--- config.mk ---
export PLATFORM = sky130hd
export DESIGN_NAME = bta_serialiser
export DESIGN_NICKNAME = d
export VERILOG_FILES = /design/src/hdl/bta_pkg.sv /design/src/hdl/bta_serialiser.sv
export SDC_FILE = /design/constraint.sdc
export NUM_CORES = 1
export LEC_CHECK = 0
export BUFFER_PORTS_ARGS = -buffer_cell sky130_fd_sc_hd__buf_4
export CORE_UTILIZATION = 45
export DETAILED_ROUTE_END_ITERATION = 12
export GPL_TIMING_DRIVEN = 0
export PLACE_DENSITY = 0.83
export SLEW_MARGIN = 20
export SYNTH_ARGS = -nofsm -noshare
export SYNTH_HDL_FRONTEND = slang
export SYNTH_SLANG_ARGS = --single-unit
--- constraint.sdc ---
create_clock -name clk_i -period 2.73 [get_ports clk_i]
set_input_delay 0.1365 -clock clk_i [delete_from_list [all_inputs] [get_ports clk_i]]
set_output_delay 0.1365 -clock clk_i [all_outputs]
set_load 0.005 [all_outputs]
--- src/hdl/bta_pkg.sv ---
// Shared constants and helpers of the binary to ASCII decimal converter.
package bta_pkg;

  // Width of one BCD digit.
  localparam int unsigned DIGIT_W = 4;

  // Width of one output character.
  localparam int unsigned CHAR_W = 6;

  // Width and reset value of the digit count register.
  localparam int unsigned CFG_W = 3;
  localparam logic [CFG_W-1:0] CFG_RESET = 3'd3;

  // Smallest number of characters emitted per item.
  localparam int unsigned DIGIT_FLOOR = 2;

  // ASCII code of the character zero, truncated to the character width.
  localparam logic [CHAR_W-1:0] ASCII_ZERO = 6'h30;

  // Reciprocal of ten scaled by two to the power RECIP_SHIFT; exact for 32-bit operands.
  localparam logic [31:0] RECIP_TEN = 32'hCCCC_CCCD;
  localparam int unsigned RECIP_SHIFT = 35;

  // Maps one decimal digit to its character code.
  function automatic logic [CHAR_W-1:0] digit_to_ascii(input logic [DIGIT_W-1:0] digit);
    return ASCII_ZERO + {{(CHAR_W - DIGIT_W){1'b0}}, digit};
  endfunction

endpackage

--- src/hdl/bta_serialiser.sv ---
// Emits the collected digits of one item as characters, most significant first.
module bta_serialiser #(
  parameter int unsigned MAX_DIGITS = 7
) (
  input  logic                                       clk_i,
  input  logic                                       rst_ni,
  input  logic                                       load_i,
  input  logic [MAX_DIGITS-1:0][bta_pkg::DIGIT_W-1:0] digits_i,
  input  logic [$clog2(MAX_DIGITS+1)-1:0]            count_i,
  output logic                                       take_o,
  output logic                                       out_valid_o,
  input  logic                                       out_stall_i,
  output logic [bta_pkg::CHAR_W-1:0]                 ascii_char_o,
  output logic                                       last_char_o
);
  import bta_pkg::*;

  localparam int unsigned POS_W = (MAX_DIGITS > 1) ? $clog2(MAX_DIGITS) : 1;

  logic                               valid_q, valid_d;
  logic [POS_W-1:0]                   pos_q, pos_d;
  logic [MAX_DIGITS-1:0][DIGIT_W-1:0] digits_q;
  logic                               out_accept;
  logic                               at_last;

  assign out_accept = valid_q && !out_stall_i;
  assign at_last    = (pos_q == '0);

  // Room for a new item once the current run hands over its final character.
  assign take_o = !valid_q || (out_accept && at_last);

  // Position counter steps down from the top digit to the units digit.
  always_comb begin
    valid_d = valid_q;
    pos_d   = pos_q;
    if (load_i) begin
      valid_d = 1'b1;
      pos_d   = POS_W'(count_i - 1'b1);
    end else if (out_accept) begin
      if (at_last) begin
        valid_d = 1'b0;
      end else begin
        pos_d = pos_q - 1'b1;
      end
    end
  end

  always_ff @(posedge clk_i or negedge rst_ni) begin
    if (!rst_ni) begin
      valid_q <= 1'b0;
      pos_q   <= '0;
    end else begin
      valid_q <= valid_d;
      pos_q   <= pos_d;
    end
  end

  always_ff @(posedge clk_i) begin
    if (load_i) begin
      digits_q <= digits_i;
    end
  end

  // Character output straight from the held digits.
  assign out_valid_o  = valid_q;
  assign ascii_char_o = digit_to_ascii(digits_q[pos_q]);
  assign last_char_o  = at_last;

endmodule

# Word-level counts from Yosys, hierarchy flattened
# Index checks and enable logic that the tools add are counted.
# word_totals
out_inout_bits,9
regBits,32
inputBits,35
# op_classes
n_addsub,3
n_eq_ne,1
n_lt_le_gt_ge,1
n_mux,8
reduce_logical,10
# ops
op,n
$bmux 4 s3,1
$mux 3,3
$add 5x5->6 const A,1
$sub 3x1->3 const B,2
$lt 3x4->1 const B,1
$mux 4,1
$reduce_and 2->1,2
$reduce_bool 2->1,2
$logic_not 3->1,1
$mux 1,3
$logic_and 1x1->1,2
$logic_not 1->1,2
$ne 2x2->1 const B,1
$logic_or 1x1->1,1

# Longest topological paths before layout
# Gate-level depths: netlist of the first run.
# depth
word_depth,4
mapped_depth,7

# Worst setup path before layout of the first run
# No wires, ideal clock.
# synth_timing
path_type,reg2reg
startpoint,register pos_q[0]
endpoint,register pos_q[2]
slack_ns,1.198
path_buffers,2
setup_time_ns,0.126
stages_incl_launch_ff,7
arrival_ns,1.406
t_required_ns,2.604
path_cell_list,dfrtp_1 buf_6 buf_6 mux2i_1 ha_1 xor2_1 a221o_1
# synth_between
elab_chain_cells,4
elab_cells_between_ends,7
# synth_lines
element,line,text
from (decl),bta_serialiser.sv:21,"logic [POS_W-1:0] pos_q, pos_d;"
from (signal assigned),bta_serialiser.sv:54,pos_q <= pos_d;
$sub 3x1->3,bta_serialiser.sv:43,pos_d = pos_q - 1'b1;
$mux 3,bta_serialiser.sv:40,if (at_last) begin
$mux 3,bta_serialiser.sv:39,end else if (out_accept) begin
$mux 3,bta_serialiser.sv:36,if (load_i) begin
# Several ways; a longest one is shown, not always the timed one. The select of a mux whose other input is x is not followed.
# A chain may end at the register's enable or synchronous reset.

# Final worst setup path of the first run
# layout_timing
startpoint,register pos_q[0]
endpoint,output port ascii_char_o[2] in the netlist's numbering
# layout_between
elab_chain_cells,3
# layout_lines
element,line,text
$bmux 4 s3,bta_serialiser.sv:66,assign ascii_char_o = digit_to_ascii(digits_q[pos_q]);
$mux 4 (not written as such),bta_serialiser.sv:66,
$add 5x5->6,bta_pkg.sv:26,"return ASCII_ZERO + {{(CHAR_W - DIGIT_W){1'b0}}, digit};"
to (decl),bta_serialiser.sv:13,"output logic [bta_pkg::CHAR_W-1:0] ascii_char_o,"
# Every way passes these cells. The select of a mux whose other input is x is not followed.

==> run metrics, run 1 <==
Yosys reg bits=32; YS warnings=0; total number of vias=1016; CTS max path bufs=2; Via density=5.11; status=complete, but fails checks; Crit Path Max Fanout=4; FFs w/ async S/R, synth=12.5%; critical path launch point type=register; register area share after synthesis=67.8%; total congestion overflow=0; Die Width=57.5 µm; Cell variety after synth=29; Die Y=57.5 µm; TNS Setup=0 ns; IO Port Bufs=41; layout cell share with drive strength beyond 1=35.1%; Initial DRT Pass Iterations=8; Worst Path Required=2.59 ns; fin. max-slew vios=0; Detail Route Antenna Nets=0; clock root buffer=clkbuf_4; IO Count=44; Routability Congestion=0.754; Filler cells=166; CTS tree=done; worst hold path class=in2reg; Inserted Clock Buffers=5; num rows=19; PwrDens=581 nW/µm²; CP arrival=1.74 ns; HPWL after detailed placement=1660 µm; max cap viols=0; Worst-path clk slew=0.10 ns; final setup vio count=0; Residual DRC=2; clock latency on the worst-skew pair=0.32 ns; Layout area overhead=50.7%; LEAKAGE=0.871 nW; Routed WL=2990 µm; R2R setup slack=1.03 ns; top_reg_cell synth=edfxtp_1; post-CTS resize count=0; WL/cell=15.0 µm; Avg Cell Area, Syn=15.8 µm²; largest net degree at the start of global routing=30; # nets final=203; EDFF count, synth=28; Total Routing Usage GR=20.4%; Crit. End Element=output pin; worst reg2reg path depth=6; RSZ-0062 raised after global routing=false; initial antenna violation count=0; hold path cells=3; multi-input logic area=397 µm²; Final period util=68.6%; fmax=534 MHz; violated checks=DRC; ant diodes=0; Mapped Area=1390 µm²; core area=2830 µm²; vias in the first global route=1080; worst clock skew=0.00777 ns; Tmin final=1.87 ns; first-pass GRT wire length=4770 µm; Die Area=3310 µm²; WHS=0.0937 ns; CTS sink count=32; maximum vdd ir drop=417 µV; Initial Util=49.0%; CP Class=reg2out; number of hold violations in the final report=0; Post-Syn Instances=88; DRT iter0 DRCs=47; storage element area=941 µm²; H-tree depth=2
per-layer routing:
layer	share of wire, %	global-route usage [%]
met5	0	0
met4	1.9	10.1
met3	4.8	4.99
met2	52	35.7
met1	41	23.2
area by class of cell:
class | instances | share of cell area, %
plain buffers | 7 | 2.57
clock buffers | 6 | 1.97
clock inverters | 2 | 0.539
multi-input cells | 50 | 19.0
flip-flops and latches | 32 | 45.0
well taps | 31 | 1.86
repair buffers | 71 | 29.1
power by group:
part / total, W / internal (W) / switching (W)
combinational: 0.000354 / 0.000211 / 0.000143
sequential: 0.000607 / 0.000582 / 0.0000255
clock: 0.000254 / 0.0000979 / 0.000156
path summary, 6_finish.rpt:
check	to	start
setup / recovery	ascii_char_o[2]	pos_q[0]
hold / removal	out_valid_o	out_stall_i
setup reg to reg	pos_q[2]	pos_q[0]
hold reg to reg	out_valid_o	out_valid_o
max in group asynchronous	pos_q[1]	rst_ni
min in group asynchronous	pos_q[2]	rst_ni
critical path: stages, from the launching register on:
cell	delay, ns
dfrtp_1	0.48
mux4_2	0.52
mux2_2	0.28
buf_4	0.13
cell usage after synthesis, types with 2 or more instances:
library cell  count  area share [%]
mux2i_1          10             7.2
nand3b_1          6             3.2
nand2b_1          2            0.90
dfrtp_1           4             7.2
buf_6             2             1.6
mux2_2            3             2.4
nor2b_1           2            0.90
a21o_1            2             1.1
o22ai_1           2            0.90
o21ai_0           4             1.4
nor2_1            4             1.1
buf_4             3             1.6
edfxtp_1         28              61
cell usage in the layout (no fill, tap or decap):
cell type      synthesis  routed
buf_4                  3      44
dlygate4sd3_1          0      30
edfxtp_1              28      28
mux2i_1               10      10
nand3b_1               6       6
clkbuf_4               0       5
o21ai_0                4       4
nor2_1                 4       4
dfrtp_1                4       4
mux2_2                 3       3
buf_6                  2       2
o22ai_1                2       2
a21o_1                 2       2
clkbuf_1               1       2
nand2b_1               2       2
nor2b_1                2       2
conb_1                 1       2
buf_2                  1       1
or2_2                  1       1
or2b_1                 1       1
mux4_2                 1       1
o41ai_1                1       1
o211ai_1               1       1
o221a_2                1       1
xor2_1                 1       1
nor4_1                 1       1
a221o_1                1       1
o31a_1                 1       1
a21oi_1                1       1
a22oi_1                1       1
ha_1                   1       1
clkinv_1               0       1
clkinvlp_4             0       1
cell families after synthesis:
logic type | share of synthesized area (%)
buf+inv | 3.88
simple gates | 7.57
mux | 11.3
xor+xnor | 0.631
flops | 67.8
compound gates | 7.66
other cells | 0.270
fa+ha+maj | 0.902
stage by stage:
stage | area (µm²) | instances | util [%] | setup WS [ns] | total power, W
floorplan | 1390 | 89 | - | 1.20 | 0.000797
global route | 2090 | 199 | 73.9 | 0.816 | 0.00127
global placement | 1740 | 161 | 61.4 | 0.942 | 0.000923
CTS | 2090 | 199 | 73.9 | 0.850 | 0.00122
detailed placement | 1740 | 161 | 61.4 | 0.872 | 0.000931
finish | 2090 | 199 | 73.9 | 0.857 | 0.00121
repair_timing:
action,4_1_cts,5_1_grt
setup buffers,0,0
hold buffers,30,0
hold endpoints to repair,33,0
state kept, by name, indices dropped and copies added (netlist names):
name,flops
digits_q,28
pos_q,3
out_valid_o,1
Note: power is estimated with default switching activity, not from simulation.
==> inputs of run 2 (changes only) <==
- clock period: 2.73 -> 1.8 ns (I/O delays scaled with it)
==> run 2 against run 1 <==
Compared with the run above:
- the run still ends with DRC left
- sequential power increased by 52%
- cell count grew 0.50%
- critical path depth is 4 higher
- worst setup slack got worse by 0.85 ns
- register-to-register slack worse by 1.0 ns
- clock skew down 0.0036 ns
- final area rose by 0.78%
- combinational power grew 55%
- first-iteration DRC count up 17%
- die area did not move
- power increased by 53%
- critical path type is now reg2reg
==> run metrics, run 2 (same netlist as run 1, synthesis figures left out) <==
Crit Path Max Fanout=10 (+6); CTS max path bufs=2 (unchanged); Sw Share=26.8% (+0.17 points); maximum vdd ir drop=634 µV (+52%); Flop pwr share=49.8% (-0.2 points); M1 GR Usage=23.4% (+0.15 points); TNS Setup=0 ns (unchanged); r2r endpoint=pos_q[2]; first-pass GRT wire length=4860 µm (+2.0%); Routed WL=3130 µm (+4.6%); Worst Path Required=2.07 ns (-0.52 ns); vias in the first global route=1106 (+2.4%); Top Usage Layer GRT=met2; met3 GRT Util=4.99% (unchanged); largest register by flop count=digits_q; WL/cell=15.6 µm (+4.1%); largest net degree at the start of global routing=30 (unchanged); max FFs per register=28 (unchanged); commonest non-fill, non-tap cell in the layout=buf_4; core area=2830 µm² (unchanged); Initial DRT Pass Iterations=8 (unchanged); max cap viols=0 (unchanged); # nets final=204 (+0.49%); Switch Pwr=0.000498 W (+54%); number of hold violations in the final report=0 (unchanged); CP endpoint=pos_q[2]; multi-input logic area=403 µm² (+1.6%); worst clock skew=0.00422 ns (-0.00355 ns); H-tree depth=2 (unchanged); worst hold path class=in2reg; initial antenna violation count=0 (unchanged); Via density=5.14 (+0.68%); final setup vio count=0 (unchanged); critical path launch point type=register; Total Routing Usage GR=20.8% (+0.44 points); internal power=0.00136 W (+52%); ant diodes=0 (unchanged); Final period util=99.7%; DRT iter0 DRCs=55 (+17%); Inserted Clock Buffers=5 (unchanged); Crit. End Element=register; Worst-path clk slew=0.10 ns (about the same); storage element area=943 µm² (+0.27%); LEAKAGE=0.874 nW (+0.39%); CP arrival=2.06 ns (+0.32 ns); FF-to-FF Start=pos_q[0]; final worst slack=0.00622 ns (-0.850 ns); fmax=557 MHz; fin. max-slew vios=0 (unchanged); violated checks=DRC; total number of vias=1028 (+1.2%); PwrDens=880 nW/µm² (+52%); Worst Setup SP=pos_q[0]; clock root buffer=clkbuf_4; Residual DRC=2 (unchanged); R2R setup slack=0.006 ns (-1.02 ns); IO Port Bufs=41 (unchanged); GR Util met2=37.0% (+1.3 points); CP Class=reg2reg; Die Width=57.5 µm (unchanged); Tmin final=1.79 ns; Routability Congestion=0.754 (unchanged); Initial Util=49.0% (unchanged); Layout Utilization=74.5% (+0.57 points); Combinational Power Share=29.5% (+0.4 points); HPWL after detailed placement=1660 µm (unchanged); status=complete, but fails checks; layout cell share with drive strength beyond 1=37.3% (+2.2 points); Die Area=3310 µm² (unchanged); clock share of power=20.7% (-0.2 points); dpl ws=-0.0120 ns (-0.883 ns); Filler cells=168 (+1.2%); Die Y=57.5 µm (unchanged); total congestion overflow=0 (unchanged); CTS sink count=32 (unchanged); Detail Route Antenna Nets=0 (unchanged); total power=0.00186 W (+53%); commonest cells after routing, fill and taps aside=45 x buf_4, 30 x dlygate4sd3_1, 28 x edfxtp_1; num rows=19 (unchanged); IO Count=44 (unchanged); clock latency on the worst-skew pair=0.32 ns (about the same); CTS tree=done; worst reg2reg path depth=7 (+1); Layout area overhead=51.8%
## run 2: cell count changes in the layout (fill, tap and decap cells not counted), sizes merged
cell	change
buf	+1
## run 2: worst min-delay path by stage
stage                start     endpoint  cells past startpoint
2_1_floorplan       rst_ni  out_valid_o                      0
3_3_place_gp        rst_ni  out_valid_o                      1
3_5_place_dp        rst_ni     pos_q[2]                      1
4_1_cts        out_stall_i  out_valid_o                      3
5_1_grt        out_stall_i  out_valid_o                      3
6_report       out_stall_i  out_valid_o                      3
## run 2: area by class of cell
type | instances | share of cell area, %
well taps | 31 | 1.84
clock inverters | 2 | 0.534
flip-flops and latches | 32 | 44.8
clock buffers | 6 | 1.96
repair buffers | 72 | 29.2
plain buffers | 7 | 2.55
multi-input cells | 50 | 19.1
## run 2: through the flow
stage,hold WS (ns),instance area (µm²),instances
floorplan,-0.206,1390,89
global placement,-0.114,1740,161
detailed placement,-0.109,1740,161
CTS,0.0399,2090,199
global route,0.0535,2110,200
finish,0.0504,2110,200
## run 2: power by group through the flow
stage | clock (W) | sequential [W] | combinational [W]
2_1_floorplan | 0 | 0.000925 | 0.000283
3_3_place_gp | 0 | 0.000933 | 0.000467
3_5_place_dp | 0 | 0.000935 | 0.000476
4_1_cts | 0.000395 | 0.000919 | 0.000531
5_1_grt | 0.000421 | 0.000930 | 0.000590
6_report | 0.000384 | 0.000924 | 0.000548
## run 2: critical path: stages, from the launching register on
cell and delay (ns):
dfrtp_2 0.46, buf_6 0.16, buf_6 0.14, mux2i_1 0.14
ha_1 0.20, nand3b_1 0.15, nor4_2 0.32, a221o_1 0.17
## run 2: timing repair
item	4_1_cts	5_1_grt
gates cloned	0	0
setup endpoints to repair	2	4
resized for setup	1	2
buffers inserted	0	1
endpoints found under the hold margin	33	0
hold buffers	30	0
## run 2: metal layers
layer,share of wire [%],vias up
li1,-,495
met3,5.0,11
met1,40,479
met4,3.0,0
met2,52,43
met5,0,-
==> inputs of run 3 (changes only) <==
- ABC_CLOCK_PERIOD_IN_PS: default -> 1800
- SETUP_SLACK_MARGIN: default -> 0.5
==> run 3 against run 2 <==
Compared with the run above:
- the run ends with DRC, setup timing left
- clock-buffer cell count increased by 1
- power increased by 13%
- sequential power increased by 0.8%
- combinational power increased by 42%
- critical path depth decreased by 1
- maximum frequency decreased by 3.0%
- clock skew decreased by 0.0041 ns
- hold slack improved by 0.012 ns
- cell count increased by 7.0%
- first-iteration DRC count decreased by 69%
- final area increased by 8.8%
- largest power group unchanged
- highest routed layer unchanged
==> run metrics, run 3 (same netlist as run 1, synthesis figures left out) <==
CTS tree=done; Inserted Clock Buffers=5 (unchanged); final worst slack=-0.0493 ns (-0.0555 ns); fin. max-slew vios=0 (unchanged); slowest stage delay, CP=0.42 ns (-0.04 ns); maximum vdd ir drop=751 µV (+18%); Via density=5.16 (+0.46%); Crit Path Max Fanout=7 (-3); Die Y=57.5 µm (unchanged); critical path launch point type=register; Worst-path clk slew=0.09 ns (about the same); Worst Path Required=1.71 ns (-0.36 ns); commonest non-fill, non-tap cell in the layout=buf_4; total power=0.00209 W (+13%); IO Port Bufs=41 (unchanged); Routed WL=3610 µm (+15%); WL/cell=16.9 µm (+7.9%); Total Routing Usage GR=21.5% (+0.68 points); Die Area=3310 µm² (unchanged); largest net degree at the start of global routing=30 (unchanged); final setup vio count=1 (+1); Initial DRT Pass Iterations=8 (unchanged); status=complete, but fails checks; slowest cell on the critical path=dfrtp_2; # nets final=218 (+6.9%); core area=2830 µm² (unchanged); clock root buffer=clkbuf_4; total number of vias=1105 (+7.5%); clock latency on the worst-skew pair=0.32 ns (about the same); largest register by flop count=digits_q; most used cell, CP=buf_6; violated checks=DRC, setup timing; fmax=541 MHz (-3.0%); total congestion overflow=0 (unchanged); Final period util=103% (+3.1 points); Detail Route Antenna Nets=0 (unchanged); HPWL after detailed placement=1730 µm (+4.5%); CP Class=reg2out; PwrDens=912 nW/µm² (+3.6%); max FFs per register=28 (unchanged); ant diodes=0 (unchanged); IO Count=44 (unchanged); max cap viols=0 (unchanged); worst clock skew=0.0000873 ns (-0.00413 ns); commonest cells after routing, fill and taps aside=50 x buf_4, 30 x dlygate4sd3_1, 28 x edfxtp_1; Crit. End Element=output pin; RSZ-0062 raised after global routing=true; CTS max path bufs=2 (unchanged); LEAKAGE=0.977 nW (+12%); Initial Util=49.0% (unchanged); Layout area overhead=65.2%; initial antenna violation count=0 (unchanged); num rows=19 (unchanged); H-tree depth=2 (unchanged); Filler cells=146 (-13%); Die Width=57.5 µm (unchanged); DRT iter0 DRCs=17 (-69%); number of hold violations in the final report=0 (unchanged); Tmin final=1.85 ns (+0.0555 ns); Residual DRC=1 (-1); worst-path cell chain=buf_6 -> buf_6 -> mux2i_1 -> o22ai_1 -> a21o_1 -> buf_6; TNS Setup=-0.0493 ns (-0.0493 ns); Routability Congestion=0.789 (+4.6%); worst hold path class=in2reg; first-pass GRT wire length=5030 µm (+3.4%); vias in the first global route=1113 (+0.63%); layout cell share with drive strength beyond 1=44.3% (+7.0 points); CTS sink count=32 (unchanged); CP arrival=1.76 ns (-0.30 ns)
run 3: worst max-delay path, delay by kind of cell (launching register included):
| kind | cells | cell delay [ns] |
|---|---|---|
| buffers and inverters | 3 | 0.39 |
| multiplexers | 1 | 0.24 |
| flip-flops | 1 | 0.42 |
| AO/OA/AOI/OAI | 2 | 0.37 |
run 3: layout make-up:
cell class	count	area [µm²]	share of cell area [%]
multi-input cells	50	452	19.7
plain buffers	7	63.8	2.78
well taps	31	38.8	1.69
repair buffers	86	744	32.5
clock inverters	1	5.00	0.218
clock buffers	7	45.0	1.97
flip-flops and latches	32	943	41.2
run 3: final timing paths:
kind / startpoint / to / slack, ns / cells after the start
setup / recovery: pos_q[0] / ascii_char_o[0] / -0.05 / 6
max in group asynchronous: rst_ni / pos_q[0] / 1.60 / 2
hold reg to reg: out_valid_o / out_valid_o / 0.66 / 2
min in group asynchronous: rst_ni / pos_q[2] / 0.09 / 2
setup reg to reg: pos_q[0] / pos_q[2] / 0.20 / 6
hold / removal: out_stall_i / out_valid_o / 0.06 / 3
run 3: metrics by stage:
stage                     instance area [µm²]  hold WS [ns]  utilization (%)  instances  setup WS [ns]
after floorplan                          1390        -0.206                -         89          0.292
after global placement                   1740        -0.114             61.5        161         0.0673
after detailed placement                 1740        -0.111             61.5        161        -0.0112
after CTS                                2220        0.0364             78.4        209         0.0657
after global routing                     2290        0.0525             81.0        214         -0.119
final                                    2290        0.0626             81.0        214        -0.0493
run 3: timing repair:
action                                 CTS  global route
pin swaps                                8             2
endpoints found under the hold margin   33             0
setup buffers                            9             4
setup endpoints to repair                8             8
gates cloned                             1             1
resized for setup                       15            10
hold buffers                            30             0
run 3: power breakdown:
part           leakage, nW  total, W  switching (W)  internal (W)
Sequential           0.316  0.000931      0.0000461      0.000885
Combinational        0.631  0.000777       0.000299      0.000478
Clock               0.0293  0.000383       0.000231      0.000152
Total                0.977   0.00209       0.000576       0.00151
run 3: routing by layer:
metal | GRT usage [%] | vias to the layer above | part of all wire [%]
li1 | - | 527 | -
met1 | 22.7 | 529 | 37
met2 | 40.5 | 43 | 56
met3 | 6.80 | 6 | 5.0
met4 | 6.27 | 0 | 2.0
met5 | 0 | - | 0
